## src/rtl/skyline_rect_allocator_unit_assert.svh

```systemverilog
// assertion macros for the skyline rectangle allocator
`ifndef SKYLINE_RECT_ALLOCATOR_UNIT_ASSERT_SVH
`define SKYLINE_RECT_ALLOCATOR_UNIT_ASSERT_SVH

// same-cycle implication, checked on clk outside reset
`define SRA_CHECK(label, ante, cons) \
  label: assert property (@(posedge clk) disable iff (rst) (ante) |-> (cons)) \
    else $error("sra check failed");

// next-cycle implication, checked on clk outside reset
`define SRA_CHECK_NEXT(label, ante, cons) \
  label: assert property (@(posedge clk) disable iff (rst) (ante) |=> (cons)) \
    else $error("sra check failed");

`endif

```

## src/rtl/sra_pkg.sv

```systemverilog
// shared constants and types for the skyline rectangle allocator
package sra_pkg;

  localparam int ATLAS_W_DEF = 128;
  localparam int ATLAS_H_DEF = 128;

  localparam int RECT_W = 8;
  localparam int POS_W  = 7;
  localparam int USED_W = 8;

  localparam logic CMD_ALLOC = 1'b0;
  localparam logic CMD_CLEAR = 1'b1;

  typedef struct packed {
    logic              ok;
    logic [POS_W-1:0]  x_pos;
    logic [POS_W-1:0]  y_pos;
    logic [USED_W-1:0] used_height;
  } rsp_t;

endpackage

```

## src/rtl/sra_if.sv

```systemverilog
// request and response channel interfaces
interface sra_req_if;
  logic                       valid;
  logic                       ready;
  logic                       command;
  logic [sra_pkg::RECT_W-1:0] rect_width;
  logic [sra_pkg::RECT_W-1:0] rect_height;

  modport source (output valid, output command, output rect_width, output rect_height,
                  input ready);
  modport sink (input valid, input command, input rect_width, input rect_height,
                output ready);
endinterface

interface sra_rsp_if;
  logic                       valid;
  logic                       ready;
  logic                       ok;
  logic [sra_pkg::POS_W-1:0]  x_pos;
  logic [sra_pkg::POS_W-1:0]  y_pos;
  logic [sra_pkg::USED_W-1:0] used_height;

  modport source (output valid, output ok, output x_pos, output y_pos, output used_height,
                  input ready);
  modport sink (input valid, input ok, input x_pos, input y_pos, input used_height,
                output ready);
endinterface

```

## src/rtl/sra_fill_mem.sv

```systemverilog
// column fill memory, one write and one registered read port
module sra_fill_mem #(
  parameter int DEPTH = sra_pkg::ATLAS_W_DEF,
  parameter int WIDTH = 8,
  localparam int AW = $clog2(DEPTH)
) (
  input  logic             clk,
  input  logic             rd_en,
  input  logic [AW-1:0]    rd_addr,
  output logic [WIDTH-1:0] rd_data,
  input  logic             wr_en,
  input  logic [AW-1:0]    wr_addr,
  input  logic [WIDTH-1:0] wr_data
);

  logic [WIDTH-1:0] mem [DEPTH];

  always_ff @(posedge clk) begin
    if (wr_en) begin
      mem[wr_addr] <= wr_data;
    end
  end

  always_ff @(posedge clk) begin
    if (rd_en) begin
      rd_data <= mem[rd_addr];
    end
  end

endmodule

```

## src/rtl/sra_ctrl.sv

```systemverilog
// allocation sequencer: window scan, placement write, clear sweep
`include "skyline_rect_allocator_unit_assert.svh"

module sra_ctrl #(
  parameter int ATLAS_W = sra_pkg::ATLAS_W_DEF,
  parameter int ATLAS_H = sra_pkg::ATLAS_H_DEF,
  localparam int AW = $clog2(ATLAS_W),
  localparam int FW = $clog2(ATLAS_H + 1)
) (
  input  logic                       clk,
  input  logic                       rst,
  input  logic                       in_valid,
  output logic                       in_ready,
  input  logic                       in_command,
  input  logic [sra_pkg::RECT_W-1:0] in_rect_width,
  input  logic [sra_pkg::RECT_W-1:0] in_rect_height,
  input  logic                       out_free,
  output logic                       rsp_load,
  output sra_pkg::rsp_t              rsp,
  output logic                       mem_rd_en,
  output logic [AW-1:0]              mem_rd_addr,
  input  logic [FW-1:0]              mem_rd_data,
  output logic                       mem_wr_en,
  output logic [AW-1:0]              mem_wr_addr,
  output logic [FW-1:0]              mem_wr_data
);

  localparam int SUMW = ((FW > sra_pkg::RECT_W) ? FW : sra_pkg::RECT_W) + 1;
  localparam int WCMP = ($clog2(ATLAS_W + 1) > sra_pkg::RECT_W) ?
                        $clog2(ATLAS_W + 1) : sra_pkg::RECT_W;

  typedef enum logic [2:0] {ST_CLEAR, ST_IDLE, ST_SCAN, ST_PLACE, ST_RESP} state_t;

  state_t                    state;
  logic [AW-1:0]             sweep;
  logic                      clr_rsp;
  logic [AW-1:0]             w_r;
  logic [sra_pkg::RECT_W-1:0] h_r;
  logic [AW-1:0]             nxt_s, nxt_k;
  logic                      p_valid;
  logic [AW-1:0]             p_s, p_k;
  logic [FW-1:0]             peak, best;
  logic [AW-1:0]             bx, wk;
  logic                      found;
  logic [FW-1:0]             max_fill;
  logic                      ok_r;
  logic [sra_pkg::POS_W-1:0] x_r, y_r;

  logic                      accept, bad_size;
  logic [AW-1:0]             starts;
  logic                      abort, p_last;
  logic [FW-1:0]             peak_new;
  logic [AW-1:0]             pres_s, pres_k, adv_s, adv_k;
  logic                      pres_valid, scan_done;
  logic [SUMW-1:0]           sum;
  logic                      fit;
  logic [FW-1:0]             top_v;

  assign in_ready = (state == ST_IDLE);
  assign accept   = in_valid && in_ready;
  assign bad_size = (in_rect_width == '0) || (in_rect_height == '0) ||
                    (WCMP'(in_rect_width) >= WCMP'(ATLAS_W));
  assign starts   = AW'(ATLAS_W) - w_r;

  // window evaluation of the column read last cycle
  assign abort    = p_valid && (mem_rd_data >= best);
  assign p_last   = (p_k == w_r - AW'(1));
  assign peak_new = ((p_k == '0) || (mem_rd_data > peak)) ? mem_rd_data : peak;

  // an aborted window jumps straight to the next start
  assign pres_s     = abort ? p_s + AW'(1) : nxt_s;
  assign pres_k     = abort ? '0 : nxt_k;
  assign pres_valid = (state == ST_SCAN) && (pres_s < starts);
  assign adv_s      = (pres_k + AW'(1) == w_r) ? pres_s + AW'(1) : pres_s;
  assign adv_k      = (pres_k + AW'(1) == w_r) ? '0 : pres_k + AW'(1);
  assign scan_done  = (state == ST_SCAN) && !pres_valid && !p_valid;

  assign sum   = SUMW'(best) + SUMW'(h_r);
  assign fit   = found && (sum <= SUMW'(ATLAS_H));
  assign top_v = FW'(sum);

  assign mem_rd_en   = pres_valid;
  assign mem_rd_addr = pres_s + pres_k;

  always_comb begin
    mem_wr_en   = 1'b0;
    mem_wr_addr = sweep;
    mem_wr_data = '0;
    case (state)
      ST_CLEAR: begin
        mem_wr_en = 1'b1;
      end
      ST_PLACE: begin
        mem_wr_en   = 1'b1;
        mem_wr_addr = bx + wk;
        mem_wr_data = top_v;
      end
      default: begin
        mem_wr_en = 1'b0;
      end
    endcase
  end

  assign rsp_load        = (state == ST_RESP) && out_free;
  assign rsp.ok          = ok_r;
  assign rsp.x_pos       = x_r;
  assign rsp.y_pos       = y_r;
  assign rsp.used_height = sra_pkg::USED_W'(max_fill);

  always_ff @(posedge clk) begin
    if (rst) begin
      state    <= ST_CLEAR;
      sweep    <= '0;
      clr_rsp  <= 1'b0;
      p_valid  <= 1'b0;
      found    <= 1'b0;
      max_fill <= '0;
    end else begin
      case (state)
        ST_CLEAR: begin
          sweep <= sweep + AW'(1);
          if (sweep == AW'(ATLAS_W - 1)) begin
            sweep <= '0;
            state <= clr_rsp ? ST_RESP : ST_IDLE;
          end
        end
        ST_IDLE: begin
          if (accept) begin
            x_r <= '0;
            y_r <= '0;
            if (in_command == sra_pkg::CMD_CLEAR) begin
              clr_rsp  <= 1'b1;
              max_fill <= '0;
              ok_r     <= 1'b1;
              sweep    <= '0;
              state    <= ST_CLEAR;
            end else if (bad_size) begin
              ok_r  <= 1'b0;
              state <= ST_RESP;
            end else begin
              w_r     <= AW'(in_rect_width);
              h_r     <= in_rect_height;
              nxt_s   <= '0;
              nxt_k   <= '0;
              p_valid <= 1'b0;
              best    <= FW'(ATLAS_H);
              found   <= 1'b0;
              state   <= ST_SCAN;
            end
          end
        end
        ST_SCAN: begin
          p_valid <= pres_valid;
          p_s     <= pres_s;
          p_k     <= pres_k;
          // once past the last start the scan position parks there
          if (pres_valid) begin
            nxt_s <= adv_s;
            nxt_k <= adv_k;
          end else begin
            nxt_s <= pres_s;
            nxt_k <= pres_k;
          end
          if (p_valid && !abort) begin
            peak <= peak_new;
            if (p_last) begin
              best  <= peak_new;
              bx    <= p_s;
              found <= 1'b1;
            end
          end
          if (scan_done) begin
            if (fit) begin
              wk    <= '0;
              state <= ST_PLACE;
            end else begin
              ok_r  <= 1'b0;
              state <= ST_RESP;
            end
          end
        end
        ST_PLACE: begin
          wk <= wk + AW'(1);
          if (wk == w_r - AW'(1)) begin
            ok_r  <= 1'b1;
            x_r   <= sra_pkg::POS_W'(bx);
            y_r   <= sra_pkg::POS_W'(best);
            if (top_v > max_fill) begin
              max_fill <= top_v;
            end
            state <= ST_RESP;
          end
        end
        ST_RESP: begin
          if (out_free) begin
            clr_rsp <= 1'b0;
            state   <= ST_IDLE;
          end
        end
        default: begin
          state <= ST_IDLE;
        end
      endcase
    end
  end

  `SRA_CHECK(a_rw_excl, mem_rd_en, !mem_wr_en)
  `SRA_CHECK(a_best_range, found, best < FW'(ATLAS_H))
  `SRA_CHECK(a_rd_window, p_valid && (state == ST_SCAN), p_k < w_r)
  `SRA_CHECK_NEXT(a_load_idle, rsp_load, state == ST_IDLE)

endmodule

```

## src/rtl/skyline_rect_allocator_unit.sv

```systemverilog
// top level of the skyline rectangle allocator with response register
//
//   channel | dir | modport | carries
//   req     | in  | sink    | command, rect_width, rect_height
//   rsp     | out | source  | ok, x_pos, y_pos, used_height
//
// one request at a time; a new request is taken while the last response still waits
// allocate: the scan reads one column per cycle from the fill memory, at most
//   (ATLAS_W - rect_width) * rect_width reads, then rect_width columns are written
// clear: one memory entry zeroed per cycle
// after reset a clearing pass over all ATLAS_W entries runs before the first request is taken
// a stalled response holds in the output register; the sequencer waits for it to drain
module skyline_rect_allocator_unit #(
  parameter int ATLAS_W = sra_pkg::ATLAS_W_DEF,
  parameter int ATLAS_H = sra_pkg::ATLAS_H_DEF
) (
  input logic      clk,
  input logic      rst,
  sra_req_if.sink  req,
  sra_rsp_if.source rsp
);

  localparam int AW = $clog2(ATLAS_W);
  localparam int FW = $clog2(ATLAS_H + 1);

  // fill memory port signals
  logic          mem_rd_en;
  logic [AW-1:0] mem_rd_addr;
  logic [FW-1:0] mem_rd_data;
  logic          mem_wr_en;
  logic [AW-1:0] mem_wr_addr;
  logic [FW-1:0] mem_wr_data;

  // sequencer to output register
  logic          rsp_load;
  sra_pkg::rsp_t rsp_next;
  sra_pkg::rsp_t rsp_q;
  logic          rsp_valid;
  logic          out_free;

  // the output register can take a new response when empty or draining this cycle
  assign out_free = !rsp_valid || rsp.ready;

  sra_fill_mem #(
    .DEPTH (ATLAS_W),
    .WIDTH (FW)
  ) u_mem (
    .clk     (clk),
    .rd_en   (mem_rd_en),
    .rd_addr (mem_rd_addr),
    .rd_data (mem_rd_data),
    .wr_en   (mem_wr_en),
    .wr_addr (mem_wr_addr),
    .wr_data (mem_wr_data)
  );

  sra_ctrl #(
    .ATLAS_W (ATLAS_W),
    .ATLAS_H (ATLAS_H)
  ) u_ctrl (
    .clk            (clk),
    .rst            (rst),
    .in_valid       (req.valid),
    .in_ready       (req.ready),
    .in_command     (req.command),
    .in_rect_width  (req.rect_width),
    .in_rect_height (req.rect_height),
    .out_free       (out_free),
    .rsp_load       (rsp_load),
    .rsp            (rsp_next),
    .mem_rd_en      (mem_rd_en),
    .mem_rd_addr    (mem_rd_addr),
    .mem_rd_data    (mem_rd_data),
    .mem_wr_en      (mem_wr_en),
    .mem_wr_addr    (mem_wr_addr),
    .mem_wr_data    (mem_wr_data)
  );

  // response register, valid cleared by reset, payload loaded on demand
  always_ff @(posedge clk) begin
    if (rst) begin
      rsp_valid <= 1'b0;
    end else if (rsp_load) begin
      rsp_valid <= 1'b1;
    end else if (rsp.ready) begin
      rsp_valid <= 1'b0;
    end
  end

  always_ff @(posedge clk) begin
    if (rsp_load) begin
      rsp_q <= rsp_next;
    end
  end

  assign rsp.valid       = rsp_valid;
  assign rsp.ok          = rsp_q.ok;
  assign rsp.x_pos       = rsp_q.x_pos;
  assign rsp.y_pos       = rsp_q.y_pos;
  assign rsp.used_height = rsp_q.used_height;

endmodule
```

## src/flat_wrapper.sv

```systemverilog
// flat-port wrapper written by rule: the top's interface ports become plain ports
module skyline_rect_allocator_unit_flat 
#(
  parameter int ATLAS_W = sra_pkg::ATLAS_W_DEF,
  parameter int ATLAS_H = sra_pkg::ATLAS_H_DEF
)
  (clk, rst, req_valid, req_command, req_rect_width, req_rect_height, req_ready, rsp_valid, rsp_ok, rsp_x_pos, rsp_y_pos, rsp_used_height, rsp_ready);
  sra_req_if req_i ();
  sra_rsp_if rsp_i ();
  input logic clk;
  input logic rst;
  input wire logic [$bits(req_i.valid)-1:0] req_valid;
  input wire logic [$bits(req_i.command)-1:0] req_command;
  input wire logic [$bits(req_i.rect_width)-1:0] req_rect_width;
  input wire logic [$bits(req_i.rect_height)-1:0] req_rect_height;
  output wire logic [$bits(req_i.ready)-1:0] req_ready;
  output wire logic [$bits(rsp_i.valid)-1:0] rsp_valid;
  output wire logic [$bits(rsp_i.ok)-1:0] rsp_ok;
  output wire logic [$bits(rsp_i.x_pos)-1:0] rsp_x_pos;
  output wire logic [$bits(rsp_i.y_pos)-1:0] rsp_y_pos;
  output wire logic [$bits(rsp_i.used_height)-1:0] rsp_used_height;
  input wire logic [$bits(rsp_i.ready)-1:0] rsp_ready;
  assign req_i.valid = req_valid;
  assign req_i.command = req_command;
  assign req_i.rect_width = req_rect_width;
  assign req_i.rect_height = req_rect_height;
  assign req_ready = req_i.ready;
  assign rsp_valid = rsp_i.valid;
  assign rsp_ok = rsp_i.ok;
  assign rsp_x_pos = rsp_i.x_pos;
  assign rsp_y_pos = rsp_i.y_pos;
  assign rsp_used_height = rsp_i.used_height;
  assign rsp_i.ready = rsp_ready;
  skyline_rect_allocator_unit #(.ATLAS_W(ATLAS_W), .ATLAS_H(ATLAS_H)) u_core (.clk(clk), .rst(rst), .req(req_i), .rsp(rsp_i));
endmodule
```

## config.mk

```make
export PLATFORM = sky130hd
export DESIGN_NAME = skyline_rect_allocator_unit_flat
export DESIGN_NICKNAME = d
export VERILOG_FILES = /design/src/rtl/sra_pkg.sv /design/src/rtl/sra_if.sv /design/src/rtl/sra_fill_mem.sv /design/src/rtl/sra_ctrl.sv /design/src/rtl/skyline_rect_allocator_unit.sv /design/src/flat_wrapper.sv
export VERILOG_INCLUDE_DIRS = /design/src /design/src/rtl
export SDC_FILE = /design/constraint.sdc
export NUM_CORES = 1
export LEC_CHECK = 0
export BUFFER_PORTS_ARGS = -buffer_cell sky130_fd_sc_hd__buf_2
export CAP_MARGIN = 30
export CELL_PAD_IN_SITES_DETAIL_PLACEMENT = 1
export CELL_PAD_IN_SITES_GLOBAL_PLACEMENT = 1
export CORE_MARGIN = 2
export CORE_UTILIZATION = 50
export DETAILED_ROUTE_END_ITERATION = 8
export PLACE_DENSITY = 0.72
export SYNTH_ARGS = -nofsm -noshare
export SYNTH_HDL_FRONTEND = slang
export SYNTH_HIERARCHICAL = 1
export SYNTH_SLANG_ARGS = --single-unit
```

## constraint.sdc

```tcl
create_clock -name clk -period 9.95 [get_ports clk]
set_clock_uncertainty 0.1 [all_clocks]
set_input_delay 0.995 -clock clk [delete_from_list [all_inputs] [get_ports clk]]
set_output_delay 0.995 -clock clk [all_outputs]
set_load 0.01 [all_outputs]
```

==> qor.yml, run 1 <==
critical_path:
  rr_worst_depth: 14
  worstSetupPathType: "register to register"
  cp_slowest_cell: "buf_4"
  slowest_delay_ns: 0.77
  r2r-start: "u_core/u_mem/rd_data[5]$_DFFE_PP_"
  worstPathRequired_ns: 10.28
  crit_arrival_ns: 7.29
  start_kind: "register"
  r2r_slack_ns: 2.99
  crit_path_end_kind: "register"
  rr_endpoint: "u_core/u_mem/rd_data[0]$_DFFE_PP_"
  worstPathCellList: "ha_1 > nand4_1 > a21oi_1 > a21oi_1 > nor2_1 > a21oi_1 > ha_4 > fa_4 > xor2_4 > buf_4 > mux4_2 > mux4_2 > mux4_2 > mux2_2"
  crit_path_max_fanout: 55
drt:
  via_count: 24680
  via_per_inst: 6.341
  wl_per_cell_um: 31.70
  first_iter_violations: 2896
  dr.pass1.iters: 7
  drc: 0
  wl_um: 123400
  antenna_left: 0
placement:
  dpl_cell_area_um2: 49850
  io_buffers: 45
  place_congestion: 0.8636
  place_inst: 3663
  hpwl_um: 79600
layout:
  layout_commonest_cell: "edfxtp_1"
  instances_no_fill: 3892
  fillers: 8186
  drive_above_1_share_pct: 25.51
  final_util_pct: 56.57
  area_delta_synth_final_pct: 12.30
  fin_area_um2: 53590
  nets: 2603
  layout_common_cells: "edfxtp_1 (1143), mux4_2 (336), nor2_1 (175)"
sta:
  timing.final.crit_share_pct: 69.95
  worst_slew_margin_rel_pct: 27.32
  fin_setup_tns_ns: 0
  fin_crit_ns: 6.960
  setup_viol: 0
  worst_pin_slew_ns: 1.085
  rsz0062_at_grt: "false"
  hold_viol: 0
  holdWs_ns: 0.3174
  slew_violations: 0
  clock.fmax_mhz: 143.7
logic_synthesis:
  synth_seq_cells: 1165
  syn_nets: 2483
  ys_warn_count: 6
  yosysSeqAreaShare_pct: 72.86
  synth_mux_area_share_pct: 16.22
  yosys.area_share.simple_pct: 4.256
  synthXorXnorAreaFrac_pct: 1.177
  synth_compound_area_share_pct: 2.439
  synthArstFlopShare_pct: 0
  syn_area_per_cell_um2: 19.84
  synth_fa_ha_area_share_pct: 1.542
  synthCells: 2405
  yosys_most_used_dff: "edfxtp_1"
  synth_edf_count: 1143
  synth_top_family_by_area: "multiplexers"
  ys_types: 75
  syn_area_um2: 47710
clocking:
  clk_path_buf_depth: 3
  numCtsBuffers: 118
  post-cts-setup-buffers: 0
  hold_buffers: 0
  tritoncts: "built"
  ctsHtreeMaxLevel: 3
  cts_root_buffer: "clkbuf_16"
  insertion_delay_ns: 0.71
  cts.clk_slew.worst_paths_ns: 0.06
  post_cts_resized: 0
  cts_sinks: 1165
global_route:
  grt_pass1_vias: 25570
  grt_pass1_wl_um: 182500
  grt.busiest_layer: "met2"
  met3_usage_pct: 4.671
  met2_usage_pct: 40.68
  grtUsageMet1_pct: 37.24
  overflow: 0
  grt_use_total_pct: 25.65
  grt_max_degree: 95
  antenna_found_initial: 4
power_and_ir_drop:
  seqPwrFrac_pct: 41.6
  powerDensity_nw_per_um2: 252.7
  p_sw_uw: 4062
  p_int_uw: 9482
  pwr-share-clk_pct: 31.0
  switching_share_pct: 29.99
  comb_power_share_pct: 27.3
  vdd_drop_max_mv: 0.2139
  leakage_uw: 0.01559
hold_path:
  hp-start: "u_core/u_ctrl/x_r[6]$_SDFFCE_PN0P_"
  hold_depth: 0
  hold_end: "u_core/rsp.x_pos[6]$_DFFE_PP_"
  hp-class: "register to register"
die:
  die_height_um: 312.9
  core_area_um2: 94730
  initial_utilization_pct: 50.37
  die_w_um: 312.9
  num_io_pins: 46
  num_rows: 113
  die-area_um2: 97920
flow_run:
  cap_violations: 0
outcome:
  status: "completed"
[registers in the layout, summed over array words and instances, names as in the netlist, 3 cells and up]
| name | flops |
|---|---|
| u_core/u_mem/mem | 1024 |
| u_core/rsp.used_height | 8 |
| u_core/u_ctrl/best | 8 |
| u_core/u_ctrl/h_r | 8 |
| u_core/u_ctrl/max_fill | 8 |
| u_core/u_ctrl/peak | 8 |
| u_core/u_mem/rd_data | 8 |
| u_core/rsp.x_pos | 7 |
| u_core/rsp.y_pos | 7 |
| u_core/u_ctrl/bx | 7 |
| u_core/u_ctrl/nxt_k | 7 |
| u_core/u_ctrl/nxt_s | 7 |
| u_core/u_ctrl/p_k | 7 |
| u_core/u_ctrl/p_s | 7 |
| u_core/u_ctrl/sweep | 7 |
| u_core/u_ctrl/w_r | 7 |
| u_core/u_ctrl/wk | 7 |
| u_core/u_ctrl/x_r | 7 |
| u_core/u_ctrl/y_r | 7 |
| u_core/u_ctrl/state | 3 |
[metrics by stage]
| step | total power (uW) | setup slack [ns] |
|---|---|---|
| 2_1_floorplan | 8174 | 3.731 |
| 3_3_place_gp | 9358 | 3.240 |
| 3_5_place_dp | 9405 | 3.088 |
| 4_1_cts | 13610 | 3.031 |
| 5_1_grt | 13980 | 2.619 |
| 6_report | 13540 | 2.990 |
[cell families (layout without fill, tap and decap cells)]
logic type	count (synthesis)	in the layout
buffers and inverters	166	387
AND/OR/NAND/NOR	434	434
AO/OA/AOI/OAI	175	175
multiplexers	352	352
other	0	1
adder cells (fa/ha/maj)	57	57
XOR/XNOR	56	56
flip-flops	1165	1165
[per-layer routing]
layer  routed length, um  share of wire [%]
met5                  33              0.027
met1               50880                 41
met4                3033                2.5
met2               60090                 49
met3                9329                7.6
[layout make-up]
class | count | area, um^2 | area share (%)
antenna | 1 | 2.502 | 0.004670
clock buffer | 154 | 3172 | 5.919
clock inverter | 67 | 461.7 | 0.8616
inverter | 41 | 153.9 | 0.2872
multi-input combinational | 1074 | 12440 | 23.21
sequential | 1165 | 34760 | 64.87
tap | 1265 | 1583 | 2.954
timing repair buffer | 125 | 1010 | 1.884
[worst max-delay path, delay by kind of cell (launching register included)]
family / cells / cell delay (ns)
muxes: 4 / 1.85
adders and majority gates: 3 / 1.10
AOI/OAI and AO/OA: 3 / 0.87
and+or+nand+nor: 2 / 0.81
buffers and inverters: 1 / 0.77
xor gates and xnor gates: 1 / 0.64
DFF: 1 / 0.46
[synthesized netlist by cell type (all sizes together), types with 28 or more instances]
cell type  instances  area, um^2
clkbuf            74       277.8
nor2             177       664.4
buf               51       287.8
o21ai             43       215.2
nor3              31       155.2
xnor2             28       245.2
inv               41       153.9
edfxtp          1143       34320
nand2             75       281.5
nand3             49       245.2
a21oi             53       269.0
ha                54       675.7
mux4             336        7567
[power groups by stage]
stage	combinational [uW]	clock (uW)	sequential, uW
after floorplan	2450	0	5720
after global placement	3630	0	5730
after detailed placement	3670	0	5740
after CTS	3690	4280	5640
after global routing	3880	4450	5650
final	3700	4200	5640
[worst max path at each step]
stage                     cells after the start  slack (ns)                                 to                               from
after floorplan                               6        3.73   u_core/u_mem/mem[0][7]$_DFFE_PP_     u_core/u_ctrl/h_r[1]$_DFFE_PP_
after global placement                       14        3.24  u_core/u_mem/rd_data[0]$_DFFE_PP_  u_core/u_mem/rd_data[6]$_DFFE_PP_
after detailed placement                     14        3.09  u_core/u_mem/rd_data[0]$_DFFE_PP_  u_core/u_mem/rd_data[6]$_DFFE_PP_
after CTS                                    14        3.03  u_core/u_mem/rd_data[0]$_DFFE_PP_  u_core/u_mem/rd_data[6]$_DFFE_PP_
after global routing                         14        2.62  u_core/u_mem/rd_data[0]$_DFFE_PP_  u_core/u_mem/rd_data[6]$_DFFE_PP_
final                                        14        2.99  u_core/u_mem/rd_data[0]$_DFFE_PP_  u_core/u_mem/rd_data[5]$_DFFE_PP_
No activity file was read; power rests on OpenSTA's default activity.
==> run 2, diff against run 1 <==
--- a/config.mk
+++ b/config.mk
@@ -13,7 +13,7 @@
 export CORE_MARGIN = 2
 export CORE_UTILIZATION = 50
 export DETAILED_ROUTE_END_ITERATION = 8
-export PLACE_DENSITY = 0.72
+export PLACE_DENSITY = 0.75
 export SYNTH_ARGS = -nofsm -noshare
 export SYNTH_HDL_FRONTEND = slang
 export SYNTH_HIERARCHICAL = 1
==> constraint.sdc (replaced) <==
create_clock -name clk -period 5.9 [get_ports clk]
set_clock_uncertainty 0.1 [all_clocks]
set_input_delay 0.59 -clock clk [delete_from_list [all_inputs] [get_ports clk]]
set_output_delay 0.59 -clock clk [all_outputs]
set_load 0.01 [all_outputs]
==> run 2 against run 1 <==
Effect of this change:
- final area increased by 1.8%
- worst setup slack got worse by 2.9 ns
- die area unchanged
- clock-buffer cell count down 12
- sequential power is 69% higher
- critical path type unchanged
- register-to-register slack lost 2.9 ns
- routed wire length shrank 1.6%
- flip-flop and latch count unchanged
- first-iteration DRC count down 13%
==> qor.yml, run 2 (same netlist as run 1, synthesis figures left out) <==
clocking:
  tritoncts: "built"
  cts_root_buffer: "clkbuf_16"
  post_cts_resized: 0  # unchanged
  cts.clk_slew.worst_paths_ns: 0.06  # about the same
  numCtsBuffers: 117  # -0.85%
  ctsHtreeMaxLevel: 3  # unchanged
  clk_path_buf_depth: 3  # unchanged
  insertion_delay_ns: 0.71  # about the same
  cts_sinks: 1165  # unchanged
critical_path:
  worstPathRequired_ns: 6.24  # -4.04 ns
  r2r_slack_ns: 0.14  # -2.85 ns
  crit_path_end_kind: "register"
  worstSetupPathType: "register to register"
  slowest_delay_ns: 0.57  # -0.20 ns
  crit_path_max_fanout: 29  # -47%
  start_kind: "register"
  worstPathCellList: "ha_1 > nand4_1 > a21oi_1 > a21oi_1 > nor2_1 > a21oi_1 > ha_4 > fa_4 > xor2_4 > buf_12 > buf_12 > buf_12 > mux4_2 > mux4_2 > mux4_2 > mux2_2"
  cp_top_family: "multiplexers"
  cp_slowest_cell: "mux4_2"
  crit_arrival_ns: 6.10  # -1.19 ns
  crit_buf_inv: 3  # +2
die:
  die_w_um: 312.9  # unchanged
  initial_utilization_pct: 50.37  # unchanged
  num_io_pins: 46  # unchanged
  num_rows: 113  # unchanged
  die-area_um2: 97920  # unchanged
  die_height_um: 312.9  # unchanged
  core_area_um2: 94730  # unchanged
sta:
  rsz0062_at_grt: "false"
  holdWs_ns: 0.09675  # -0.2206 ns
  fin_crit_ns: 5.762  # -1.198 ns
  worst_pin_slew_ns: 1.061  # -0.02419 ns
  setup_viol: 0  # unchanged
  slew_violations: 0  # unchanged
  timing.final.crit_share_pct: 97.66  # +28 points
  worst_slew_margin_rel_pct: 29.02  # +1.7 points
  clock.fmax_mhz: 173.6  # +21%
  fin_setup_tns_ns: 0  # unchanged
  hold_viol: 0  # unchanged
global_route:
  grt_use_total_pct: 25.21  # -0.45 points
  grt_pass1_wl_um: 181200  # -0.72%
  overflow: 0  # unchanged
  grt_pass1_vias: 26510  # +3.6%
  antenna_found_initial: 1  # -3
  grt_max_degree: 130  # +37%
layout:
  layout_common_cells: "edfxtp_1 (1143), mux4_2 (336), nor2_1 (175)"
  drive_above_1_share_pct: 27.34  # +1.8 points
  fillers: 8179  # -0.086%
  area_delta_synth_final_pct: 14.30
  nets: 2688  # +3.3%
  top_register: "u_core/u_mem/mem"
  layout_commonest_cell: "edfxtp_1"
  num_antenna_cells: 0  # -1
  largest_reg_flops: 1024  # unchanged
power_and_ir_drop:
  vdd_drop_max_mv: 0.3727  # +74%
  leakage_uw: 0.01613  # +3.4%
  powerDensity_nw_per_um2: 430.3  # +70%
drt:
  drc: 0  # unchanged
  dr.pass1.iters: 5  # -2
  via_per_inst: 6.272  # -1.1%
  wl_per_cell_um: 30.55  # -3.6%
  via_count: 24910  # +0.95%
  antenna_left: 0  # unchanged
  wl_um: 121400  # -1.6%
  first_iter_violations: 2506  # -13%
placement:
  io_buffers: 45  # unchanged
  hpwl_um: 80160  # +0.71%
  place_congestion: 0.8456  # -2.1%
hold_path:
  hp-class: "primary input to register"
flow_run:
  cap_violations: 0  # unchanged
outcome:
  status: "completed"
run 2: power breakdown:
| part | internal, uW | switching (uW) | total (uW) | leakage (uW) |
|---|---|---|---|---|
| registers | 9400 | 119 | 9520 | 0.00935 |
| clock network | 4110 | 3140 | 7260 | 0.00179 |
| logic | 2990 | 3710 | 6700 | 0.00498 |
| total | 16500 | 6970 | 23500 | 0.0161 |
run 2: timing repair:
action | 4_1_cts | 5_1_grt
hold buffers | 15 | 0
setup buffers | 0 | 0
hold endpoints to repair | 15 | 0
run 2: final timing paths:
kind / end / from / cells past startpoint
max: u_core/u_mem/rd_data[0]$_DFFE_PP_ / u_core/u_mem/rd_data[7]$_DFFE_PP_ / 16
min: u_core/rsp.valid$_SDFFE_PP0P_ / rsp_ready / 3
max reg2reg: u_core/u_mem/rd_data[0]$_DFFE_PP_ / u_core/u_mem/rd_data[7]$_DFFE_PP_ / 16
min reg2reg: u_core/rsp.x_pos[6]$_DFFE_PP_ / u_core/u_ctrl/x_r[6]$_SDFFCE_PN0P_ / 0
run 2: cell type report:
class | count | area (um^2) | share of cell area (%)
Multi-Input combinational cell | 1074 | 12360 | 22.66
Clock inverter | 74 | 711.9 | 1.305
Tap cell | 1265 | 1583 | 2.902
Timing Repair Buffer | 211 | 1926 | 3.531
Sequential cell | 1165 | 34760 | 63.74
Inverter | 41 | 153.9 | 0.2822
Clock buffer | 142 | 3043 | 5.579
run 2: metrics by stage:
step | power [uW] | instances | cell area [um^2] | setup slack, ns | util [%]
2_1_floorplan | 13780 | 2405 | 47720 | 0.6661 | -
3_3_place_gp | 16130 | 3719 | 50390 | 0.3151 | 53.19
3_5_place_dp | 16370 | 3737 | 50600 | 0.2365 | 53.42
4_1_cts | 23620 | 3968 | 54500 | 0.1592 | 57.54
5_1_grt | 24220 | 3972 | 54540 | 0.02475 | 57.57
6_report | 23470 | 3972 | 54540 | 0.1382 | 57.57
run 2: worst reg2reg max path: stages (launching register included):
cell	delay (ns)
edfxtp_1	0.50
ha_1	0.39
nand4_1	0.10
a21oi_1	0.39
a21oi_1	0.17
nor2_1	0.39
a21oi_1	0.22
ha_4	0.21
fa_4	0.47
xor2_4	0.19
buf_12	0.20
buf_12	0.16
buf_12	0.21
mux4_2	0.37
mux4_2	0.54
mux4_2	0.57
mux2_2	0.33
run 2: routing by layer:
| layer | wire length (um) | GRT usage (%) | up-vias |
|---|---|---|---|
| li1 | - | - | 10310 |
| met1 | 47860 | 34.89 | 13280 |
| met2 | 60850 | 41.68 | 1110 |
| met3 | 9193 | 4.076 | 216 |
| met4 | 3465 | 7.688 | 0 |
| met5 | 0 | 0 | - |
